**src/sv/kmst_pkg.sv**
```systemverilog
// ----------------------------------------------------------------------------
// kmst_pkg
// Shared constants for the spanning tree search block.
// ----------------------------------------------------------------------------
package kmst_pkg;

   // Operation codes of an input word.
   localparam logic OP_LOAD = 1'b0;
   localparam logic OP_RUN  = 1'b1;

   // Result kinds.
   localparam logic KIND_EDGE    = 1'b0;
   localparam logic KIND_SUMMARY = 1'b1;

   // Fixed field widths.
   localparam int VERT_W = 4;
   localparam int COST_W = 20;
   localparam int CNT_W  = 4;
   localparam int VCFG_W = 5;
   localparam int WOUT_W = 16;

   // Size of the vertex tables, set by the vertex field width.
   localparam int MAX_VERTICES = 16;

endpackage

```
**src/sv/kmst_edge_mem.sv**
```systemverilog
// ----------------------------------------------------------------------------
// kmst_edge_mem
// Edge store: one write port and one registered read port.
// ----------------------------------------------------------------------------
module kmst_edge_mem #(
   parameter int DEPTH  = 64,
   parameter int DATA_W = 24,
   parameter int ADDR_W = 6
) (
   input  logic              clock,
   input  logic              wr_en,
   input  logic [ADDR_W-1:0] wr_addr,
   input  logic [DATA_W-1:0] wr_data,
   input  logic [ADDR_W-1:0] rd_addr,
   output logic [DATA_W-1:0] rd_data_ff
);

   logic [DATA_W-1:0] mem [DEPTH];

   // Synchronous write and registered read.
   always_ff @(posedge clock) begin
      if (wr_en) begin
         mem[wr_addr] <= wr_data;
      end
      rd_data_ff <= mem[rd_addr];
   end

endmodule

```
**src/sv/kruskal_mst_union_find_top.sv**
```systemverilog
// ----------------------------------------------------------------------------
// kruskal_mst_union_find_top
// Kruskal minimum spanning tree search over a loaded edge store, with
// union-find (path compression, union by size) on a small vertex table.
// ----------------------------------------------------------------------------
//  channel   ports                          direction
//  request   start, busy, req_*             in (busy is out)
//  result    rsp_valid, rsp_*               out, one cycle each
//  config    csr_we, csr_vertex_count       in
//
// A load word is stored while idle and the store is not full. A run word
// does, per round, one scan of the edge store through the one read port, a
// pick step, then for each endpoint a find walk up the parent chain and a
// compression walk over its path, a union step, and an emit step when the
// edge joins two sets. The summary word follows at the end of the run.
// Reset is synchronous and active high; results cannot be stalled.
module kruskal_mst_union_find_top #(
   parameter int MAX_EDGES    = 64,
   parameter int WEIGHT_BITS  = 16
) (
   input  logic                         clock,
   input  logic                         reset,
   input  logic                         start,
   output logic                         busy,
   input  logic                         req_op,
   input  logic [kmst_pkg::VERT_W-1:0]  req_edge_u,
   input  logic [kmst_pkg::VERT_W-1:0]  req_edge_v,
   input  logic [WEIGHT_BITS-1:0]       req_edge_weight,
   input  logic                         csr_we,
   input  logic [kmst_pkg::VCFG_W-1:0]  csr_vertex_count,
   output logic                         rsp_valid,
   output logic                         rsp_kind,
   output logic [kmst_pkg::VERT_W-1:0]  rsp_tree_u,
   output logic [kmst_pkg::VERT_W-1:0]  rsp_tree_v,
   output logic [kmst_pkg::WOUT_W-1:0]  rsp_tree_weight,
   output logic [kmst_pkg::COST_W-1:0]  rsp_total_cost,
   output logic [kmst_pkg::CNT_W-1:0]   rsp_edge_total,
   output logic                         rsp_spanning,
   output logic                         rsp_last
);

   localparam int MAX_VERTICES = kmst_pkg::MAX_VERTICES;
   localparam int VW   = kmst_pkg::VERT_W;
   localparam int EA_W = (MAX_EDGES > 1) ? $clog2(MAX_EDGES) : 1;
   localparam int EC_W = $clog2(MAX_EDGES + 1);
   localparam int VI_W = $clog2(MAX_VERTICES);
   localparam int SZ_W = $clog2(MAX_VERTICES + 1);
   localparam int ED_W = 2 * VW + WEIGHT_BITS;

   typedef enum logic [3:0] {
      S_IDLE, S_SCAN, S_PICK, S_FIND, S_COMP, S_UNION, S_EMIT, S_DONE
   } state_type;

   state_type state_ff;
   logic [kmst_pkg::VCFG_W-1:0] vcount_ff;
   logic [EC_W-1:0]  stored_ff;
   logic [EC_W-1:0]  scan_ff;
   logic             rd_vld_ff;
   logic [EA_W-1:0]  rd_idx_ff;
   logic             found_ff;
   logic [EA_W-1:0]  best_ff;
   logic [ED_W-1:0]  best_data_ff;
   logic [VI_W-1:0]  parent_ff [MAX_VERTICES];
   logic [SZ_W-1:0]  size_ff [MAX_VERTICES];
   logic             side_ff;
   logic [VI_W-1:0]  walk_ff;
   logic [VI_W-1:0]  ru_ff;
   logic [VI_W-1:0]  rv_ff;
   logic [VI_W-1:0]  comp_ff;
   logic [VW:0]      steps_ff;
   logic [kmst_pkg::COST_W-1:0] cost_ff;
   logic [kmst_pkg::CNT_W-1:0]  acc_ff;
   logic [VW:0]      nvert;
   logic [VW:0]      need;
   logic             rd_unused;
   logic             rd_used;
   logic [ED_W:0]    rd_data;
   logic [ED_W:0]    wr_data;
   logic [EA_W-1:0]  wr_addr;
   logic             mem_we;
   logic             load_we;
   logic             mark_we;
   logic [EA_W-1:0]  rd_addr;
   logic [VW-1:0]    rd_u, rd_v, b_u, b_v;
   logic [WEIGHT_BITS-1:0] rd_w, b_w;
   logic             rd_ok;
   logic [VI_W-1:0]  rs, rl;

   // Effective vertex count and edges needed for a spanning tree.
   always_comb begin
      if (vcount_ff == '0) begin
         nvert = (VW+1)'(1);
      end else if (32'(vcount_ff) > MAX_VERTICES) begin
         nvert = (VW+1)'(MAX_VERTICES);
      end else begin
         nvert = (VW+1)'(vcount_ff);
      end
      need = nvert - (VW+1)'(1);
   end

   assign busy    = (state_ff != S_IDLE);
   assign load_we = start && !busy && (req_op == kmst_pkg::OP_LOAD)
                    && (32'(stored_ff) < MAX_EDGES);
   assign mark_we = (state_ff == S_PICK) && found_ff;
   assign rd_addr = scan_ff[EA_W-1:0];

   // Each stored word carries its used flag. A load writes it clear, and the
   // pick of an edge writes the word back with the flag set. The store is
   // emptied after every run, so each run only sees freshly loaded words.
   assign mem_we  = load_we || mark_we;
   assign wr_addr = mark_we ? best_ff : stored_ff[EA_W-1:0];
   assign wr_data = mark_we ? {1'b1, best_data_ff}
                            : {1'b0, req_edge_u, req_edge_v, req_edge_weight};

   kmst_edge_mem #(.DEPTH(MAX_EDGES), .DATA_W(ED_W+1), .ADDR_W(EA_W)) u_mem (
      .clock      (clock),
      .wr_en      (mem_we),
      .wr_addr    (wr_addr),
      .wr_data    (wr_data),
      .rd_addr    (rd_addr),
      .rd_data_ff (rd_data)
   );

   // Field split of the read word and of the chosen edge.
   assign {rd_used, rd_u, rd_v, rd_w} = rd_data;
   assign {b_u, b_v, b_w}    = best_data_ff;
   assign rd_unused = !rd_used;
   assign rd_ok = rd_vld_ff && rd_unused && ((VW+1)'(rd_u) < nvert)
                  && ((VW+1)'(rd_v) < nvert);

   // Union roles: the smaller-or-equal set goes under the other root.
   always_comb begin
      if (size_ff[ru_ff] > size_ff[rv_ff]) begin
         rs = rv_ff;
         rl = ru_ff;
      end else begin
         rs = ru_ff;
         rl = rv_ff;
      end
   end

   // Main sequencer with registered result word.
   always_ff @(posedge clock) begin
      if (reset) begin
         state_ff  <= S_IDLE;
         vcount_ff <= kmst_pkg::VCFG_W'(16);
         stored_ff <= '0;
         rsp_valid <= 1'b0;
         rd_vld_ff <= 1'b0;
         for (int i = 0; i < MAX_VERTICES; i++) begin
            parent_ff[i] <= VI_W'(i);
            size_ff[i]   <= SZ_W'(1);
         end
      end else begin
         rsp_valid <= 1'b0;
         if (csr_we) begin
            vcount_ff <= csr_vertex_count;
         end
         case (state_ff)
            S_IDLE: begin
               if (start) begin
                  if (req_op == kmst_pkg::OP_LOAD) begin
                     if (load_we) begin
                        stored_ff <= stored_ff + EC_W'(1);
                     end
                  end else begin
                     for (int i = 0; i < MAX_VERTICES; i++) begin
                        parent_ff[i] <= VI_W'(i);
                        size_ff[i]   <= SZ_W'(1);
                     end
                     cost_ff <= '0;
                     acc_ff  <= '0;
                     if (need == '0) begin
                        state_ff <= S_DONE;
                     end else begin
                        scan_ff   <= '0;
                        found_ff  <= 1'b0;
                        rd_vld_ff <= 1'b0;
                        state_ff  <= S_SCAN;
                     end
                  end
               end
            end
            S_SCAN: begin
               // One read issued per cycle; compare the word from last cycle.
               rd_vld_ff <= (scan_ff < stored_ff);
               rd_idx_ff <= rd_addr;
               if (scan_ff < stored_ff) begin
                  scan_ff <= scan_ff + EC_W'(1);
               end
               if (rd_ok && (!found_ff || rd_w < b_w)) begin
                  found_ff     <= 1'b1;
                  best_ff      <= rd_idx_ff;
                  best_data_ff <= rd_data[ED_W-1:0];
               end
               if (!(scan_ff < stored_ff) && !rd_vld_ff) begin
                  state_ff <= S_PICK;
               end
            end
            S_PICK: begin
               if (!found_ff) begin
                  state_ff <= S_DONE;
               end else begin
                  side_ff  <= 1'b0;
                  walk_ff  <= VI_W'(b_u);
                  comp_ff  <= VI_W'(b_u);
                  steps_ff <= '0;
                  state_ff <= S_FIND;
               end
            end
            S_FIND: begin
               // One step up the parent chain per cycle.
               if (parent_ff[walk_ff] != walk_ff && 32'(steps_ff) < MAX_VERTICES) begin
                  walk_ff  <= parent_ff[walk_ff];
                  steps_ff <= steps_ff + (VW+1)'(1);
               end else begin
                  steps_ff <= '0;
                  state_ff <= S_COMP;
               end
            end
            S_COMP: begin
               // Path compression, one vertex per cycle.
               if (comp_ff != walk_ff && 32'(steps_ff) < MAX_VERTICES) begin
                  parent_ff[comp_ff] <= walk_ff;
                  comp_ff  <= parent_ff[comp_ff];
                  steps_ff <= steps_ff + (VW+1)'(1);
               end else if (!side_ff) begin
                  ru_ff    <= walk_ff;
                  side_ff  <= 1'b1;
                  walk_ff  <= VI_W'(b_v);
                  comp_ff  <= VI_W'(b_v);
                  steps_ff <= '0;
                  state_ff <= S_FIND;
               end else begin
                  rv_ff    <= walk_ff;
                  state_ff <= S_UNION;
               end
            end
            S_UNION: begin
               scan_ff   <= '0;
               found_ff  <= 1'b0;
               rd_vld_ff <= 1'b0;
               if (ru_ff == rv_ff) begin
                  state_ff <= S_SCAN;
               end else begin
                  parent_ff[rs] <= rl;
                  size_ff[rl]   <= size_ff[rl] + size_ff[rs];
                  cost_ff <= cost_ff + kmst_pkg::COST_W'(b_w);
                  acc_ff  <= acc_ff + kmst_pkg::CNT_W'(1);
                  state_ff <= S_EMIT;
               end
            end
            S_EMIT: begin
               rsp_valid       <= 1'b1;
               rsp_kind        <= kmst_pkg::KIND_EDGE;
               rsp_tree_u      <= b_u;
               rsp_tree_v      <= b_v;
               rsp_tree_weight <= kmst_pkg::WOUT_W'(b_w);
               rsp_total_cost  <= cost_ff;
               rsp_edge_total  <= acc_ff;
               rsp_spanning    <= 1'b0;
               rsp_last        <= 1'b0;
               state_ff <= ((VW+1)'(acc_ff) < need) ? S_SCAN : S_DONE;
            end
            S_DONE: begin
               rsp_valid       <= 1'b1;
               rsp_kind        <= kmst_pkg::KIND_SUMMARY;
               rsp_tree_u      <= '0;
               rsp_tree_v      <= '0;
               rsp_tree_weight <= '0;
               rsp_total_cost  <= cost_ff;
               rsp_edge_total  <= acc_ff;
               rsp_spanning    <= ((VW+1)'(acc_ff) == need);
               rsp_last        <= 1'b1;
               stored_ff       <= '0;
               state_ff        <= S_IDLE;
            end
            default: begin
               state_ff <= S_IDLE;
            end
         endcase
      end
   end

endmodule
```
**config.mk**
```make
export PLATFORM = sky130hd
export DESIGN_NAME = kruskal_mst_union_find_top
export DESIGN_NICKNAME = d
export VERILOG_FILES = /design/src/sv/kmst_pkg.sv /design/src/sv/kmst_edge_mem.sv /design/src/sv/kruskal_mst_union_find_top.sv
export SDC_FILE = /design/constraint.sdc
export NUM_CORES = 2
export LEC_CHECK = 0
export BUFFER_PORTS_ARGS = -buffer_cell sky130_fd_sc_hd__buf_2
export CAP_MARGIN = 20
export CORE_MARGIN = 3
export CORE_UTILIZATION = 63
export DETAILED_ROUTE_END_ITERATION = 7
export PLACE_DENSITY = 0.89
export SETUP_SLACK_MARGIN = 0.15
export SKIP_CTS_REPAIR_TIMING = 1
export SYNTH_ARGS = -nofsm -noshare
export SYNTH_HDL_FRONTEND = slang
export SYNTH_HIERARCHICAL = 1
export SYNTH_SLANG_ARGS = --single-unit
```
**constraint.sdc**
```tcl
create_clock -name clock -period 7 [get_ports clock]
set_clock_uncertainty 0.15 [all_clocks]
set_input_delay 1.05 -clock clock [delete_from_list [all_inputs] [get_ports clock]]
set_output_delay 1.05 -clock clock [all_outputs]
set_load 0.02 [all_outputs]
```
=== Yosys cells after proc, flatten, opt, wreduce, memory -nomap -nowiden ===
Memories as Yosys holds them, arrays and structs flattened. A register that Yosys moved wholly into a read port is not among the register bits.
Cells that the tools add are included.
W data, S select, Z words.

* Register bits after elaboration: 158
* Input bits: 34
* Memories kept: 3
* Bits in writable memories: 1,744
* Logic and storage cells: 277
* Output and inout port bits: 53

{| class="wikitable"
|+ Memories
! name !! words !! bits a word !! read ports !! clocked after memory_dff !! write ports !! line !! RTL
|-
| u_mem.mem || 64 || 25 || 1 || 1 || 1 || kmst_edge_mem.sv:18 || <nowiki>logic [DATA_W-1:0] mem [DEPTH];</nowiki>
|-
| size_ff || 16 || 5 || 4 || 2 || 16 || kruskal_mst_union_find_top.sv:64 || <nowiki>logic [SZ_W-1:0] size_ff [MAX_VERTICES];</nowiki>
|-
| parent_ff || 16 || 4 || 2 || 2 || 16 || kruskal_mst_union_find_top.sv:63 || <nowiki>logic [VI_W-1:0] parent_ff [MAX_VERTICES];</nowiki>
|}

* Bitwise operators: 36
* Add/sub/neg operators: 7
* Equality and inequality tests: 26
* $lt $le $gt $ge: 9
* Multiplexer cells: 123
* Reduce and logical (&&, ||, !) cells: 48

{| class="wikitable"
|+ Operators by type and width
! operator !! number
|-
| $mux W4 || 40
|-
| $mux W5 || 23
|-
| $mux W20 || 3
|-
| $mux W7 || 7
|-
| $pmux W20 S2 || 1
|-
| $or A1 B1 Y1 || 32
|-
| $pmux W16 S2 || 1
|-
| $pmux W4 S2 || 4
|-
| $ne A2 B2 Y1 const B || 14
|-
| $pmux W4 S7 || 1
|-
| $reduce_and A4 Y1 || 7
|-
| $mux W1 || 27
|-
| $mux W25 || 1
|-
| $pmux W7 S3 || 1
|-
| $add A20 B16 Y20 || 1
|-
| $reduce_and A6 Y1 || 3
|-
| $eq A4 B3 Y1 const B || 4
|-
| $lt A16 B16 Y1 || 1
|-
| $lt A4 B5 Y1 || 3
|-
| $mux W3 || 5
|-
| $pmux W5 S3 || 1
|-
| $add A7 B1 Y7 const B || 2
|-
| $pmux W7 S2 || 1
|-
| $pmux W4 S3 || 1
|-
| 33 further kinds || 65
|}

=== Longest topological paths before layout ===
* Word-level depth: 9
* Depth in mapped cells: 28
* Depth with buffers taken out: 22

=== Modules after synthesis ===
The synthesis kept the hierarchy.

{| class="wikitable"
|+ Modules (own cells, without submodules)
! module !! cells an instance !! sequential area each (µm²) !! area an instance (µm²) !! instances
|-
| kmst_edge_mem || 2,884 || 48,546.6 || 62,517.5 || 1
|-
| kruskal_mst_union_find_top || 1,485 || 9,188.8 || 17,963.5 || 1
|}

=== Worst setup path after synthesis ===
Ideal clock, no wire load.

* Path kind: register to register
* Start: register (tool-made name)
* End: memory size_ff[10][4] (netlist bit) (data pin)
* Buffers on the path: 4
* Library setup time: 0.261 ns
* Cell stages (with the launch flop): 25
* Data arrival time: 5.966 ns
* Path slack: 0.623 ns
* Clock period less this slack: 6.377 ns
* Required time: 6.589 ns
* Path through: dfxtp_1 > clkbuf_1 > mux4_2 > mux4_2 > ha_1 > and4_1 > buf_4 > a21oi_4 > mux2_2 > nor2_2 > buf_2 > mux2i_1 > mux4_2 > nand2_1 > o21a_1 > ha_1 > inv_1 > fa_1 > nor2b_1 > o21ai_0 > nand2b_1 > and4_1 > o21a_4 > buf_6 > nor3_1

{| class="wikitable"
|+ RTL lines
! item !! line
|-
| end, declared || kruskal_mst_union_find_top.sv:64
|}

==> results summary <==
IR analysis of the VDD net gives a maximum drop of 230 uV. The final reports fail on DRC. The final count of hold timing violations came out at 0. The worst-margin pin slew is 1.20 ns.

The total routed wirelength is 231000 um. The count of mapped cells out of synthesis is 4369. The number of antenna violations at the first check in global routing is 13. The starting density of the core came out at 63.8%.

The max-capacitance violation count came out at 0. The share of flip-flops with an asynchronous set or reset came out at 0%. The total I/O pin count came out at 87.

The master cell of the clock root buffer is clkbuf_16. The critical path in this run is classified as flip-flop to flip-flop. Setup repair after global routing left no endpoint under its margin. The leakage power of the design is 0.0292 uW. The clock-pin transition on the worst setup and hold timing paths came out at 0.06 ns.

At the later pin of the worst-skew pair, clock insertion delay measures 0.83 ns. The count of final max-slew check failures is 0. Clock tree synthesis found a total of 1942 sinks. The post-route core utilization is 70.8%. The total number of placement rows is 130. From synthesis to final layout, the design area changed by 11.0%. The CTS buffer count came out at 184. The net count after synthesis came out at 4467. The number of setup violations in the final report came out at 0. The routed layout has 47100 vias. TritonCTS built the clock tree. Per report_power, the combinational group accounts for 9.9% of the total.

STA classifies the critical path endpoint as a flip-flop. The clock period minus worst slack is 6.51 ns. The internal power summed over all cells came out at 19200 uW. The final cycle utilization of the critical path is 92.9%.

The required time at the endpoint of the critical path came out at 7.39 ns. The number of enable-type register cells in the synthesized netlist is 1884. The sum of negative setup slack came out at 0 ns.

The half-perimeter wire length of the detailed placement result came out at 127000 um. STA classifies the critical path startpoint as a flip-flop. For this design the ratio of total power to cell area is 284 mW/mm^2. The number of buffers on the longest clock path is 3. Summed over all layers, the global routing overflow is 0. After synthesis, flip-flops and latches occupy 71.7% of the total area. The switching power summed over all nets is 6190 uW. The pin count of the biggest net entering global routing came out at 113.

The worst slew margin relative to its limit is 19.8%. The width of the die is 363 um. The final antenna-violating net count came out at 0. The mean number of vias per cell is 7.38. The maximum net fanout on the critical path came out at 20. The final layout net count came out at 4662. The path category of the worst min-delay check is flip-flop to flip-flop. The count of yosys warnings during synthesis is 6. Input and output buffers added on the ports amount to 86.

The detailed-route DRC error count came out at 3. The placeable core area is 0.126 sq mm. The register bit count reported by yosys is 1942.

The first routing iteration left 9185 violations. Based on the critical path, the design can be clocked at up to 0.154 GHz. Routability-driven placement finished with a final weighted congestion of 0.924. The number of global-route vias before repair came to 46600.

The first global-routing pass estimated 332000 um of wire. The worst hold slack after final layout came out at 0.247 ns. The summed instance area of the synthesized netlist is 0.0805 sq mm. The number of H-tree branching levels came out at 4. The switching power share of the total is 24.4%. Data on the critical path arrives at its endpoint at 6.89 ns. The share of layout cells above drive strength 1 is 25.6%.

The total die area is 0.132 sq mm. The flow ran to the end, but the final reports show violations. The sequential group share of total power is 51.5%. The total routing resource utilization after global routing came out at 35.3%. The height of the die came out at 363 um.

The part of the power in the clock network came out at 38.6%. A synthesized cell averages 18.4 sq um. Among all flip-flop cells after synthesis, the most frequent one is edfxtp_1. The number of iterations in the first detailed-routing pass came out at 8. The per-cell routed wire length is 36.2 um. The count of cell types in the netlist came out at 86.
==> cell type report <==
type,count,area [sq um]
sequential,1942,57700
fill,6742,36900
multi-input combinational,2134,21600
clock buffer,229,4890
tap,1650,2060
timing repair buffer,251,1870
clock inverter,112,932
inverter,51,191
antenna,9,22.5
==> Yosys cell counts, drive strengths merged (26+ instances only) <==
cell | n | area [sq um]
and2 | 29 | 183
nor3 | 41 | 246
nand2 | 263 | 987
a22oi | 44 | 330
nor2b | 28 | 175
mux2i | 216 | 2180
o21ai | 93 | 465
mux4 | 420 | 9480
buf | 135 | 963
ha | 62 | 776
mux2 | 138 | 1550
o22ai | 66 | 413
xnor2 | 26 | 228
nand3 | 66 | 330
inv | 51 | 191
edfxtp | 1884 | 56600
a21o | 30 | 233
clkbuf | 107 | 404
dfxtp | 58 | 1160
nor2 | 261 | 982
a21oi | 56 | 292
a22o | 30 | 263
==> power groups by stage <==
stage	clock network, uW	registers, uW	logic (uW)
floorplan	0	13300	1570
global placement	0	13300	2240
detailed placement	0	13300	2320
CTS	9770	13100	2400
global route	10200	13100	2590
finish	9770	13100	2520
==> metrics by stage <==
step           instances  setup WS [ns]  total power (uW)  area, sq um
2_1_floorplan       4369          0.623             14800        80500
3_3_place_gp        6023          0.576             15500        83400
3_5_place_dp        6023          0.495             15600        83400
4_1_cts             6364          0.459             25200        89200
5_1_grt             6370          0.175             25800        89300
6_report            6378          0.494             25400        89300
==> worst max-delay path, stage by stage, from the launching register on <==
cell and delay [ns]:
dfxtp_1 0.37, buf_12 0.23, mux4_2 0.56, mux4_2 0.48, ha_1 0.33, and4_1 0.42
a21oi_4 0.15, a21o_4 0.31, mux2_2 0.39, buf_4 0.32, mux4_2 0.55, a211oi_1 0.30
a21oi_1 0.08, ha_1 0.38, nor2b_1 0.15, o21ai_0 0.20, nand2b_1 0.13, and4_1 0.27
nor3_4 0.11, buf_4 0.25, nor3_1 0.09
==> path summary, 6_finish.rpt <==
kind | startpoint | to | slack [ns] | depth (start not counted)
worst min-delay path | u_mem/rd_data_ff[3]$_DFF_P_ | best_data_ff[3]$_DFFE_PP_ | 0.25 | 0
worst max register to register | flip-flop | size_ff[5][4]$_SDFFCE_PN0P_ | 0.49 | 20
worst max-delay path | flip-flop | size_ff[5][4]$_SDFFCE_PN0P_ | 0.49 | 20
worst min register to register | u_mem/rd_data_ff[3]$_DFF_P_ | best_data_ff[3]$_DFFE_PP_ | 0.25 | 0
==> layer usage <==
metal	vias to the layer above	global-route usage (%)	routed length [um]
met5	-	1.60	469
li1	18000	-	-
met1	23200	44.4	72100
met3	1108	12.9	36200
met4	12	19.3	16800
met2	4767	54.0	105000
==> flip-flops by register name, indices dropped and copies added (netlist names), 5 cells and up, named ones only <==
signal / flops
parent_ff: 64
rsp_tree_weight: 16
u_mem/mem: 1600
steps_ff: 5
stored_ff: 7
best_ff: 6
cost_ff: 20
rsp_total_cost: 20
rd_idx_ff: 6
scan_ff: 7
vcount_ff: 5
u_mem/rd_data_ff: 25
best_data_ff: 24
size_ff: 80
==> kinds of logic (layout without fill, tap and decap cells) <==
group           count (synthesis)  count (layout)  synth area share, %
fa+ha+maj                      64              64                 1.01
simple gates                  800             800                 4.53
mux                           774             774                 16.4
other cells                     0               9                    0
xor+xnor                       42              42                0.457
flops                        1942            1942                 71.7
compound gates                454             454                 3.90
buf+inv                       293             643                 1.94
==> placed cells by master (no fill, tap or decap), types with 13 or more instances in the layout <==
| master | netlist | routed |
|---|---|---|
| clkinv_1 | 0 | 45 |
| nor2_1 | 260 | 194 |
| clkinv_2 | 0 | 34 |
| mux2i_1 | 211 | 211 |
| buf_2 | 46 | 86 |
| a22oi_1 | 44 | 44 |
| or2_2 | 23 | 23 |
| clkbuf_16 | 0 | 187 |
| nand3_1 | 66 | 65 |
| ha_1 | 62 | 62 |
| buf_4 | 34 | 149 |
| mux4_2 | 414 | 414 |
| a21o_1 | 29 | 29 |
| o21ai_0 | 89 | 73 |
| mux2_2 | 137 | 137 |
| a311oi_1 | 15 | 15 |
| or3_1 | 13 | 13 |
| nor2b_1 | 28 | 26 |
| dfxtp_1 | 58 | 58 |
| o21ai_4 | 0 | 15 |
| xor2_1 | 16 | 16 |
| xnor2_1 | 26 | 26 |
| nand3b_1 | 16 | 16 |
| clkbuf_1 | 105 | 37 |
| nor3_1 | 34 | 33 |
| nand2_1 | 263 | 254 |
| nor2_2 | 1 | 61 |
| nand2b_1 | 19 | 19 |
| a21oi_1 | 55 | 55 |
| o211ai_1 | 24 | 24 |
| a22o_1 | 30 | 30 |
| a211oi_1 | 23 | 23 |
| edfxtp_1 | 1884 | 1884 |
| o22ai_1 | 66 | 66 |
| inv_1 | 51 | 50 |
| and2_1 | 27 | 27 |
Power figures use the tool's default switching activity.
